<file path="src/rtl/uapq_pkg.sv">
// Package for the unsorted-array min-priority queue.
// Holds field widths, reset values, operation codes and the control structs.
// Depends on nothing; every other file of the block imports it.
package uapq_pkg;

	localparam int unsigned DEPTH_DEFAULT = 64;
	localparam int unsigned VAL_W = 32;
	localparam int unsigned CAP_W = 7;
	localparam int unsigned OCC_W = 7;
	localparam logic [CAP_W-1:0] CAP_RESET = 7'd64;

	typedef enum logic {
		OP_ENQ = 1'b0,
		OP_DEQ = 1'b1
	} op_t;

	typedef struct packed {
		logic accept;
		logic scan;
		logic shift;
		logic publish;
	} uapq_cmd_t;

	typedef struct packed {
		logic deq_go;
		logic op_deq;
		logic last_scan;
		logic best_last;
		logic shift_last;
		logic out_free;
	} uapq_status_t;

endpackage

</file>
<file path="src/rtl/uapq_if.sv">
// Handshake interfaces for the request, result and configuration channels.
// Depends on uapq_pkg for the payload widths.

interface uapq_req_if;
	import uapq_pkg::*;
	logic valid;
	logic ready;
	logic op;
	logic signed [VAL_W-1:0] value;
	modport source (output valid, output op, output value, input ready);
	modport sink (input valid, input op, input value, output ready);
endinterface

interface uapq_rsp_if;
	import uapq_pkg::*;
	logic valid;
	logic ready;
	logic ok;
	logic signed [VAL_W-1:0] min_value;
	logic [OCC_W-1:0] occupancy;
	modport source (output valid, output ok, output min_value, output occupancy, input ready);
	modport sink (input valid, input ok, input min_value, input occupancy, output ready);
endinterface

interface uapq_cfg_if;
	import uapq_pkg::*;
	logic valid;
	logic ready;
	logic [CAP_W-1:0] capacity;
	modport source (output valid, output capacity, input ready);
	modport sink (input valid, input capacity, output ready);
endinterface

</file>
<file path="src/rtl/uapq_ctrl.sv">
// Controller state machine of the priority queue.
// Sequences accept, scan, shift and result publishing; depends on uapq_pkg.
module uapq_ctrl (
	input  logic                   clk,
	input  logic                   arst_n,
	input  logic                   in_valid,
	output logic                   in_ready,
	input  uapq_pkg::uapq_status_t st,
	output uapq_pkg::uapq_cmd_t    cmd
);
	import uapq_pkg::*;

	typedef enum logic [3:0] {
		ST_IDLE  = 4'b0001,
		ST_SCAN  = 4'b0010,
		ST_SHIFT = 4'b0100,
		ST_FIN   = 4'b1000
	} state_t;

	state_t state_q, state_d;

	always_comb begin
		state_d = state_q;
		cmd = '0;
		in_ready = 1'b0;
		unique case (state_q)
			ST_IDLE: begin
				in_ready = 1'b1;
				if (in_valid) begin
					cmd.accept = 1'b1;
					state_d = st.deq_go ? ST_SCAN : ST_FIN;
				end
			end
			ST_SCAN: begin
				cmd.scan = 1'b1;
				if (st.last_scan) begin
					state_d = st.best_last ? ST_FIN : ST_SHIFT;
				end
			end
			ST_SHIFT: begin
				cmd.shift = 1'b1;
				if (st.shift_last) begin
					state_d = ST_FIN;
				end
			end
			ST_FIN: begin
				if (st.out_free) begin
					cmd.publish = 1'b1;
					state_d = ST_IDLE;
				end
			end
			default: state_d = ST_IDLE;
		endcase
	end

	always_ff @(posedge clk or negedge arst_n) begin
		if (!arst_n) begin
			state_q <= ST_IDLE;
		end else begin
			state_q <= state_d;
		end
	end

	a_scan_is_deq: assert property (@(posedge clk) disable iff (!arst_n)
		(state_q == ST_SCAN || state_q == ST_SHIFT) |-> st.op_deq)
		else $error("scan or shift running for an enqueue");

	a_fin_waits: assert property (@(posedge clk) disable iff (!arst_n)
		(state_q == ST_FIN && !st.out_free) |=> (state_q == ST_FIN))
		else $error("result dropped while the output register was busy");

endmodule

</file>
<file path="src/rtl/uapq_dp.sv">
// Datapath of the priority queue: entry memory, count, scan and shift logic,
// capacity register and result register. Depends on uapq_pkg and uapq_if.
module uapq_dp #(
	parameter int unsigned DEPTH = uapq_pkg::DEPTH_DEFAULT
) (
	input  logic                              clk,
	input  logic                              arst_n,
	input  logic                              in_op,
	input  logic signed [uapq_pkg::VAL_W-1:0] in_value,
	uapq_rsp_if.source                        rsp,
	uapq_cfg_if.sink                          cfg,
	input  uapq_pkg::uapq_cmd_t               cmd,
	output uapq_pkg::uapq_status_t            st
);
	import uapq_pkg::*;

	localparam int unsigned IW = $clog2(DEPTH);
	localparam int unsigned CW = $clog2(DEPTH + 1);
	localparam int unsigned XW = (CW > CAP_W) ? CW : CAP_W;
	localparam logic [XW-1:0] DEPTH_X = XW'(DEPTH);

	logic signed [VAL_W-1:0] mem [DEPTH];
	logic signed [VAL_W-1:0] rdata_q;
	logic signed [VAL_W-1:0] best_val_q;
	logic signed [VAL_W-1:0] best_val_nx;
	logic signed [VAL_W-1:0] minv_q;
	logic [IW-1:0]           best_idx_q;
	logic [IW-1:0]           best_idx_nx;
	logic [IW-1:0]           idx_q;
	logic [IW-1:0]           rd_addr;
	logic [IW-1:0]           wr_addr;
	logic signed [VAL_W-1:0] wr_data;
	logic                    wr_en;
	logic [CW-1:0]           count_q;
	logic [XW-1:0]           count_x;
	logic [CAP_W-1:0]        cap_q;
	logic                    room;
	logic                    op_q;
	logic                    ok_q;
	logic                    out_valid_q;
	logic                    out_ok_q;
	logic signed [VAL_W-1:0] out_min_q;
	logic [OCC_W-1:0]        out_occ_q;

	assign count_x = XW'(count_q);
	assign room = (count_x < XW'(cap_q)) && (count_x < DEPTH_X);

	always_comb begin
		if (idx_q == '0 || rdata_q < best_val_q) begin
			best_val_nx = rdata_q;
			best_idx_nx = idx_q;
		end else begin
			best_val_nx = best_val_q;
			best_idx_nx = best_idx_q;
		end
	end

	assign st.deq_go = (in_op == OP_DEQ) && (count_q != '0);
	assign st.op_deq = (op_q == OP_DEQ);
	assign st.last_scan = (CW'(idx_q) + CW'(1) == count_q);
	assign st.best_last = (CW'(best_idx_nx) + CW'(1) == count_q);
	assign st.shift_last = (CW'(idx_q) + CW'(2) == count_q);
	assign st.out_free = !out_valid_q || rsp.ready;

	always_comb begin
		rd_addr = idx_q + IW'(1);
		wr_en = 1'b0;
		wr_addr = idx_q;
		wr_data = rdata_q;
		if (cmd.accept) begin
			rd_addr = '0;
			wr_addr = count_q[IW-1:0];
			wr_data = in_value;
			wr_en = (in_op == OP_ENQ) && room;
		end else if (cmd.scan && st.last_scan) begin
			rd_addr = best_idx_nx + IW'(1);
		end else if (cmd.shift) begin
			rd_addr = idx_q + IW'(2);
			wr_en = 1'b1;
		end
	end

	always_ff @(posedge clk) begin
		if (wr_en) begin
			mem[wr_addr] <= wr_data;
		end
		rdata_q <= mem[rd_addr];
	end

	always_ff @(posedge clk) begin
		if (cmd.accept) begin
			op_q <= in_op;
			idx_q <= '0;
			minv_q <= '0;
			ok_q <= (in_op == OP_ENQ) ? room : (count_q != '0);
		end else if (cmd.scan) begin
			best_val_q <= best_val_nx;
			best_idx_q <= best_idx_nx;
			if (st.last_scan) begin
				minv_q <= best_val_nx;
				idx_q <= best_idx_nx;
			end else begin
				idx_q <= idx_q + IW'(1);
			end
		end else if (cmd.shift) begin
			idx_q <= idx_q + IW'(1);
		end
		if (cmd.publish) begin
			out_ok_q <= ok_q;
			out_min_q <= minv_q;
			out_occ_q <= count_x[OCC_W-1:0];
		end
	end

	always_ff @(posedge clk or negedge arst_n) begin
		if (!arst_n) begin
			count_q <= '0;
			cap_q <= CAP_RESET;
			out_valid_q <= 1'b0;
		end else begin
			if (cmd.accept && in_op == OP_ENQ && room) begin
				count_q <= count_q + CW'(1);
			end else if ((cmd.scan && st.last_scan && st.best_last) ||
					(cmd.shift && st.shift_last)) begin
				count_q <= count_q - CW'(1);
			end
			if (cfg.valid) begin
				cap_q <= cfg.capacity;
			end
			if (cmd.publish) begin
				out_valid_q <= 1'b1;
			end else if (rsp.ready) begin
				out_valid_q <= 1'b0;
			end
		end
	end

	assign cfg.ready = 1'b1;
	assign rsp.valid = out_valid_q;
	assign rsp.ok = out_ok_q;
	assign rsp.min_value = out_min_q;
	assign rsp.occupancy = out_occ_q;

	a_enq_in_range: assert property (@(posedge clk) disable iff (!arst_n)
		(cmd.accept && wr_en) |-> (count_x < DEPTH_X))
		else $error("enqueue write past the built depth");

	a_count_moves: assert property (@(posedge clk) disable iff (!arst_n)
		!$stable(count_q) |-> ($past(cmd.accept) || $past(cmd.scan) || $past(cmd.shift)))
		else $error("count changed outside an operation");

	a_fail_zero: assert property (@(posedge clk) disable iff (!arst_n)
		cmd.publish |-> (ok_q || minv_q == '0))
		else $error("failed operation carries a nonzero value");

endmodule

</file>
<file path="src/rtl/unsorted_array_min_priority_queue.sv">
// Unsorted-array min-priority queue of signed 32-bit values held in one memory
// of DEPTH entries in insertion order. An enqueue appends when there is room,
// then hands its result to the output register. A dequeue reads every held
// entry once through the single registered read port to find the smallest
// (the earliest on a tie), then moves each later entry down one place, one
// entry per cycle over the same port. One transaction is worked on at a
// time; a finished result waits in an output register so the next request
// can be taken. Capacity writes take effect at once and are limited to DEPTH
// internally.
// Depends on uapq_pkg, uapq_if, uapq_ctrl and uapq_dp.
module unsorted_array_min_priority_queue #(
	parameter int unsigned DEPTH = uapq_pkg::DEPTH_DEFAULT
) (
	input  logic       clk,
	input  logic       arst_n,
	uapq_req_if.sink   req,
	uapq_rsp_if.source rsp,
	uapq_cfg_if.sink   cfg
);
	import uapq_pkg::*;

	uapq_cmd_t    cmd;
	uapq_status_t st;
	logic         in_ready;

	assign req.ready = in_ready;

	uapq_ctrl u_ctrl (
		.clk      (clk),
		.arst_n   (arst_n),
		.in_valid (req.valid),
		.in_ready (in_ready),
		.st       (st),
		.cmd      (cmd)
	);

	uapq_dp #(
		.DEPTH (DEPTH)
	) u_dp (
		.clk      (clk),
		.arst_n   (arst_n),
		.in_op    (req.op),
		.in_value (req.value),
		.rsp      (rsp),
		.cfg      (cfg),
		.cmd      (cmd),
		.st       (st)
	);

endmodule
</file>
<file path="src/flat_wrapper.sv">
// flat-port wrapper written by rule: the top's interface ports become plain ports
module unsorted_array_min_priority_queue_flat import uapq_pkg::*;
#(
	parameter int unsigned DEPTH = uapq_pkg::DEPTH_DEFAULT
)
  (clk, arst_n, req_valid, req_op, req_value, req_ready, rsp_valid, rsp_ok, rsp_min_value, rsp_occupancy, rsp_ready, cfg_valid, cfg_capacity, cfg_ready);
  uapq_req_if req_i ();
  uapq_rsp_if rsp_i ();
  uapq_cfg_if cfg_i ();
  input  logic clk;
  input  logic arst_n;
  input wire logic [$bits(req_i.valid)-1:0] req_valid;
  input wire logic [$bits(req_i.op)-1:0] req_op;
  input wire logic [$bits(req_i.value)-1:0] req_value;
  output wire logic [$bits(req_i.ready)-1:0] req_ready;
  output wire logic [$bits(rsp_i.valid)-1:0] rsp_valid;
  output wire logic [$bits(rsp_i.ok)-1:0] rsp_ok;
  output wire logic [$bits(rsp_i.min_value)-1:0] rsp_min_value;
  output wire logic [$bits(rsp_i.occupancy)-1:0] rsp_occupancy;
  input wire logic [$bits(rsp_i.ready)-1:0] rsp_ready;
  input wire logic [$bits(cfg_i.valid)-1:0] cfg_valid;
  input wire logic [$bits(cfg_i.capacity)-1:0] cfg_capacity;
  output wire logic [$bits(cfg_i.ready)-1:0] cfg_ready;
  assign req_i.valid = req_valid;
  assign req_i.op = req_op;
  assign req_i.value = req_value;
  assign req_ready = req_i.ready;
  assign rsp_valid = rsp_i.valid;
  assign rsp_ok = rsp_i.ok;
  assign rsp_min_value = rsp_i.min_value;
  assign rsp_occupancy = rsp_i.occupancy;
  assign rsp_i.ready = rsp_ready;
  assign cfg_i.valid = cfg_valid;
  assign cfg_i.capacity = cfg_capacity;
  assign cfg_ready = cfg_i.ready;
  unsorted_array_min_priority_queue #(.DEPTH(DEPTH)) u_core (.clk(clk), .arst_n(arst_n), .req(req_i), .rsp(rsp_i), .cfg(cfg_i));
endmodule
</file>
<file path="config.mk">
export PLATFORM = sky130hd
export DESIGN_NAME = unsorted_array_min_priority_queue_flat
export DESIGN_NICKNAME = d
export VERILOG_FILES = /design/src/rtl/uapq_pkg.sv /design/src/rtl/uapq_if.sv /design/src/rtl/uapq_ctrl.sv /design/src/rtl/uapq_dp.sv /design/src/rtl/unsorted_array_min_priority_queue.sv /design/src/flat_wrapper.sv
export SDC_FILE = /design/constraint.sdc
export NUM_CORES = 2
export LEC_CHECK = 0
export BUFFER_PORTS_ARGS = -buffer_cell sky130_fd_sc_hd__buf_2
export CAP_MARGIN = 20
export CORE_ASPECT_RATIO = 0.7
export CORE_MARGIN = 10
export CORE_UTILIZATION = 40
export CTS_CLUSTER_DIAMETER = 30
export DETAILED_ROUTE_END_ITERATION = 16
export GPL_ROUTABILITY_DRIVEN = 0
export GPL_TIMING_DRIVEN = 0
export HOLD_SLACK_MARGIN = 0.12
export REMOVE_ABC_BUFFERS = 1
export SLEW_MARGIN = 20
export SYNTH_ARGS = -nofsm -noshare
export SYNTH_HDL_FRONTEND = slang
export SYNTH_SLANG_ARGS = --single-unit
</file>
<file path="constraint.sdc">
create_clock -name clk -period 14.87 [get_ports clk]
set_input_delay 4.461 -clock clk [delete_from_list [all_inputs] [get_ports clk]]
set_output_delay 4.461 -clock clk [all_outputs]
set_load 0.005 [all_outputs]
</file>
==> metrics.md <==
| Metric | Value |
|---|---|
| Outcome | `finished, final reports clean` |
| Initial Utilization | `0.403` |
| Final net count | `6489` |
| Area occupied by multi-input gates | `~0.023 sq mm` |
| DR vias/cell | `about 5.6` |
| Hold violation count in the final report | `0` |
| Post-route total power | `0.0238 W` |
| Crit path capture type | `register` |
| # Max-Cap Violations | `0` |
| CTS root buf | `sky130_fd_sc_hd__clkbuf_16` |
| Placed instance count | `approximately 9.1k` |
| First-pass detailed-route iteration total | `8` |
| Sequential cell area in the final layout | `0.0658 sq mm` |
| Critical Path Source Type | `input pin` |
| Number of standard-cell rows in the floorplan | `around 150` |
| Final wirelength | `roughly 250000 um` |
| Share of layout cells above drive strength 1 | `0.158` |
| Number of remaining DRC errors | `0` |
| Min Tclk post-route | `between 8 and 9 ns` |
| Clock skew after layout | `about 0.044 ns` |
| Ys Warns | `0` |
| Number of buffers created by CTS | `approximately 330` |
| Final period utilization | `0.580` |
| Max transition margin | `0.0982` |
| Clock Tree Buf Depth | `4` |
| Main synth FF type | `sky130_fd_sc_hd__edfxtp_1` |
| Filler-free cell count of the finished design | `9680` |
| Post-CTS sizing | `0` |
| Highest Clock Rate | `between 0.1 and 0.15 GHz` |
| Setup slack at placement | `5.55 ns` |
| Number of violations reported at the end of detailed-routing iteration 0 | `6630` |
| Cell leakage power | `between 30 and 40 nW` |
| Combined global-route utilization of all metal layers | `0.196` |
| Clock Sink Count | `between 2k and 2.5k` |
| Later-pin clock latency in the skew report | `roughly 0.85 ns` |
| Crit path arrival time | `9.41 ns` |
| Required time at the worst-slack endpoint | `between 15 and 20 ns` |
| Worst ir drop on vdd | `approximately 200 uV` |
| Commonest cells after routing, fill and taps aside | `2127 x sky130_fd_sc_hd__edfxtp_1, 924 x sky130_fd_sc_hd__nand2_1, 492 x sky130_fd_sc_hd__mux2i_1` |
| Max-slew violation count | `0` |
| CTS tree | `done` |
| Sum of negative setup slack | `0 ns` |
| Horizontal die dimension | `between 500 and 600 um` |
| Area of the placeable core | `~0.22 sq mm` |
| Worst-Margin Slew | `1.34 ns` |
| Highest fanout seen on the critical path | `between 80 and 90` |
| Count of buffers added by post-CTS timing repair for setup | `0` |
| Fraction of registers with async set/reset | `0.00857` |
| Die Y-Extent | `417 um` |
| Post-Synthesis Cell Area | `0.0899 sq mm` |
| Vias in the first global route | `around 53k` |
| Most common cell after layout, fill and taps aside | `sky130_fd_sc_hd__edfxtp_1` |
| Setup repair after global routing missed its margin | `no` |
| Kind of path behind the tightest hold check | `register to register` |
| Sequential-to-total area share from yosys stat | `0.731` |
| Grt ovf | `0` |
| Pin count of the biggest net entering global routing | `roughly 120` |
| Setup violation total in the final timing report | `0` |
| Port buffer count | `86` |
| Cell count after synthesis | `roughly 6.1k` |
| Total number of vias | `54.7k` |
| Number of library cell types mapped by synthesis | `just under 80` |
| Post-detail-place hpwl | `around 160000 um` |
| Areal power density over the cells | `around 210 mW/mm^2` |
| Number of fill cells in the layout | `between 15k and 20k` |
| Number of synthesized register bits | `roughly 2.2k` |
| First-pass GRT wire length | `361000 um` |
| Clock transition at path regs | `0.06 ns` |
| EDFF count, synth | `between 2k and 2.5k` |
| Detail Route Antenna Nets | `0` |
| Htree depth | `5` |
| Number of buffers inserted by hold repair at cts | `0` |
| I/O Pins | `88` |
| Growth of design area from synthesis to finish | `22.8%` |
| Area of the die | `0.245 sq mm` |
| Post-detailed-route wirelength per cell | `about 26 um` |
| Initial antenna violation count | `16` |
| Avg Cell Area, Syn | `roughly 15 sq um` |
| Start-to-end type of the worst setup path | `input pin to register` |
| Setup ws final | `approximately 6.2 ns` |
[area by class of cell]
cell class / count / share of cell area
antenna: 8 / 0.000181
clock buffer: 363 / 0.0767
clock inverter: 226 / 0.0231
inverter: 54 / 0.00186
multi-input combinational: 3437 / 0.208
sequential: 2216 / 0.595
tap: 3013 / 0.0341
timing repair buffer: 363 / 0.0605
[sequential cells by signal, summed over array words and instances (netlist names)]
signal / flops
u_core.u_ctrl.state_q: 4
u_core.u_dp.best_idx_q: 6
u_core.u_dp.minv_q: 32
u_core.u_dp.rsp.occupancy: 7
u_core.u_dp.best_val_q: 32
u_core.u_dp.rsp.valid: 1
u_core.u_dp.ok_q: 1
u_core.u_dp.rsp.min_value: 32
u_core.u_dp.mem: 2048
u_core.u_dp.cap_q: 7
u_core.u_dp.idx_q: 6
u_core.u_dp.rdata_q: 32
u_core.u_dp.count_q: 7
u_core.u_dp.rsp.ok: 1
[stage by stage]
| stage | hold WS (ns) | instance area [sq um] | util |
|---|---|---|---|
| global placement | 0.410 | 92300 | 0.413 |
| detailed placement | 0.414 | 99400 | 0.445 |
| CTS | 0.425 | 110000 | 0.495 |
| floorplan | 0.400 | 88100 | - |
| finish | 0.415 | 110000 | 0.495 |
| global route | 0.430 | 110000 | 0.495 |
[critical path: stages]
cell,delay [ns]
sky130_fd_sc_hd__buf_2,0.12
sky130_fd_sc_hd__nand2_4,0.55
sky130_fd_sc_hd__inv_4,0.39
sky130_fd_sc_hd__nor3_1,0.38
sky130_fd_sc_hd__mux2_8,0.41
sky130_fd_sc_hd__buf_16,0.36
sky130_fd_sc_hd__buf_16,0.34
sky130_fd_sc_hd__buf_16,0.36
sky130_fd_sc_hd__mux2i_1,0.30
sky130_fd_sc_hd__mux2i_1,0.22
sky130_fd_sc_hd__mux2_2,0.35
sky130_fd_sc_hd__o32ai_1,0.57
sky130_fd_sc_hd__a221o_1,0.22
[path summary, 6_finish.rpt]
path	from	endpoint	slack, ns	depth (start not counted)
max	req_valid	u_core.u_dp.rdata_q[4]	6.24	13
min	u_core.u_dp.minv_q[29]	u_core.u_dp.rsp.min_value[29]	0.41	0
max reg2reg	u_core.u_dp.rdata_q[13]	u_core.u_dp.rdata_q[28]	7.50	23
min reg2reg	u_core.u_dp.minv_q[29]	u_core.u_dp.rsp.min_value[29]	0.41	0
max in group asynchronous	arst_n	u_core.u_ctrl.state_q[0]	10.96	1
min in group asynchronous	arst_n	u_core.u_dp.rsp.valid	3.57	1
[logic make-up after synthesis]
group | count (synthesis) | synth area share
flip-flops | 2216 | 0.731
adder cells (fa/ha/maj) | 47 | 0.00662
multiplexers | 529 | 0.0594
other | 1 | 0.0000417
XOR/XNOR | 32 | 0.00312
AO/OA/AOI/OAI | 1137 | 0.0917
AND/OR/NAND/NOR | 1691 | 0.0857
buffers and inverters | 483 | 0.0225
[per-layer routing]
metal	GRT usage	share of wire	wire length, um
met1	0.284	0.44	110000
met3	0.0505	0.097	24200
met5	0.00546	0.00076	189
met2	0.279	0.42	105000
met4	0.0777	0.042	10400
[cells in the mapped netlist, types with 4 or more instances]
| cell type | count | area [sq um] |
|---|---|---|
| sky130_fd_sc_hd__xnor2_1 | 21 | 184 |
| sky130_fd_sc_hd__inv_1 | 53 | 199 |
| sky130_fd_sc_hd__o211ai_1 | 5 | 37.5 |
| sky130_fd_sc_hd__a21o_1 | 10 | 75.1 |
| sky130_fd_sc_hd__a31oi_1 | 128 | 801 |
| sky130_fd_sc_hd__buf_1 | 49 | 184 |
| sky130_fd_sc_hd__mux2i_1 | 493 | 4930 |
| sky130_fd_sc_hd__nand2_1 | 959 | 3600 |
| sky130_fd_sc_hd__a221o_1 | 31 | 310 |
| sky130_fd_sc_hd__nor2b_1 | 7 | 43.8 |
| sky130_fd_sc_hd__a21oi_1 | 157 | 786 |
| sky130_fd_sc_hd__xor2_1 | 11 | 96.3 |
| sky130_fd_sc_hd__clkbuf_1 | 262 | 983 |
| sky130_fd_sc_hd__a211oi_1 | 442 | 3320 |
| sky130_fd_sc_hd__nand3_1 | 58 | 290 |
| sky130_fd_sc_hd__o31ai_1 | 4 | 30.0 |
| sky130_fd_sc_hd__o21ai_0 | 68 | 340 |
| sky130_fd_sc_hd__and2_0 | 7 | 43.8 |
| sky130_fd_sc_hd__nor4_1 | 7 | 43.8 |
| sky130_fd_sc_hd__o32ai_1 | 31 | 272 |
| sky130_fd_sc_hd__o311ai_0 | 4 | 35.0 |
| sky130_fd_sc_hd__and2_1 | 338 | 2110 |
| sky130_fd_sc_hd__buf_2 | 95 | 475 |
| sky130_fd_sc_hd__dfxtp_1 | 70 | 1400 |
| sky130_fd_sc_hd__buf_4 | 21 | 158 |
| sky130_fd_sc_hd__nor2_1 | 154 | 578 |
| sky130_fd_sc_hd__nand2b_1 | 12 | 75.1 |
| sky130_fd_sc_hd__mux2_2 | 35 | 394 |
| sky130_fd_sc_hd__nand4_1 | 10 | 62.6 |
| sky130_fd_sc_hd__nor3_1 | 78 | 390 |
| sky130_fd_sc_hd__o22ai_1 | 6 | 37.5 |
| sky130_fd_sc_hd__a311oi_1 | 219 | 1920 |
| sky130_fd_sc_hd__and3_1 | 8 | 50.1 |
| sky130_fd_sc_hd__dfrtp_1 | 17 | 425 |
| sky130_fd_sc_hd__nand3b_1 | 35 | 263 |
| sky130_fd_sc_hd__edfxtp_1 | 2127 | 63900 |
| sky130_fd_sc_hd__ha_1 | 46 | 576 |
[power breakdown]
part           internal, W  switching [W]  total [W]  leakage (nW)
clock              0.00485        0.00288    0.00773          5.34
combinational      0.00247        0.00535    0.00782          11.9
sequential         0.00810      0.0000982    0.00820          19.9
total               0.0154        0.00833     0.0238          37.1
Power figures use the tool's default switching activity.
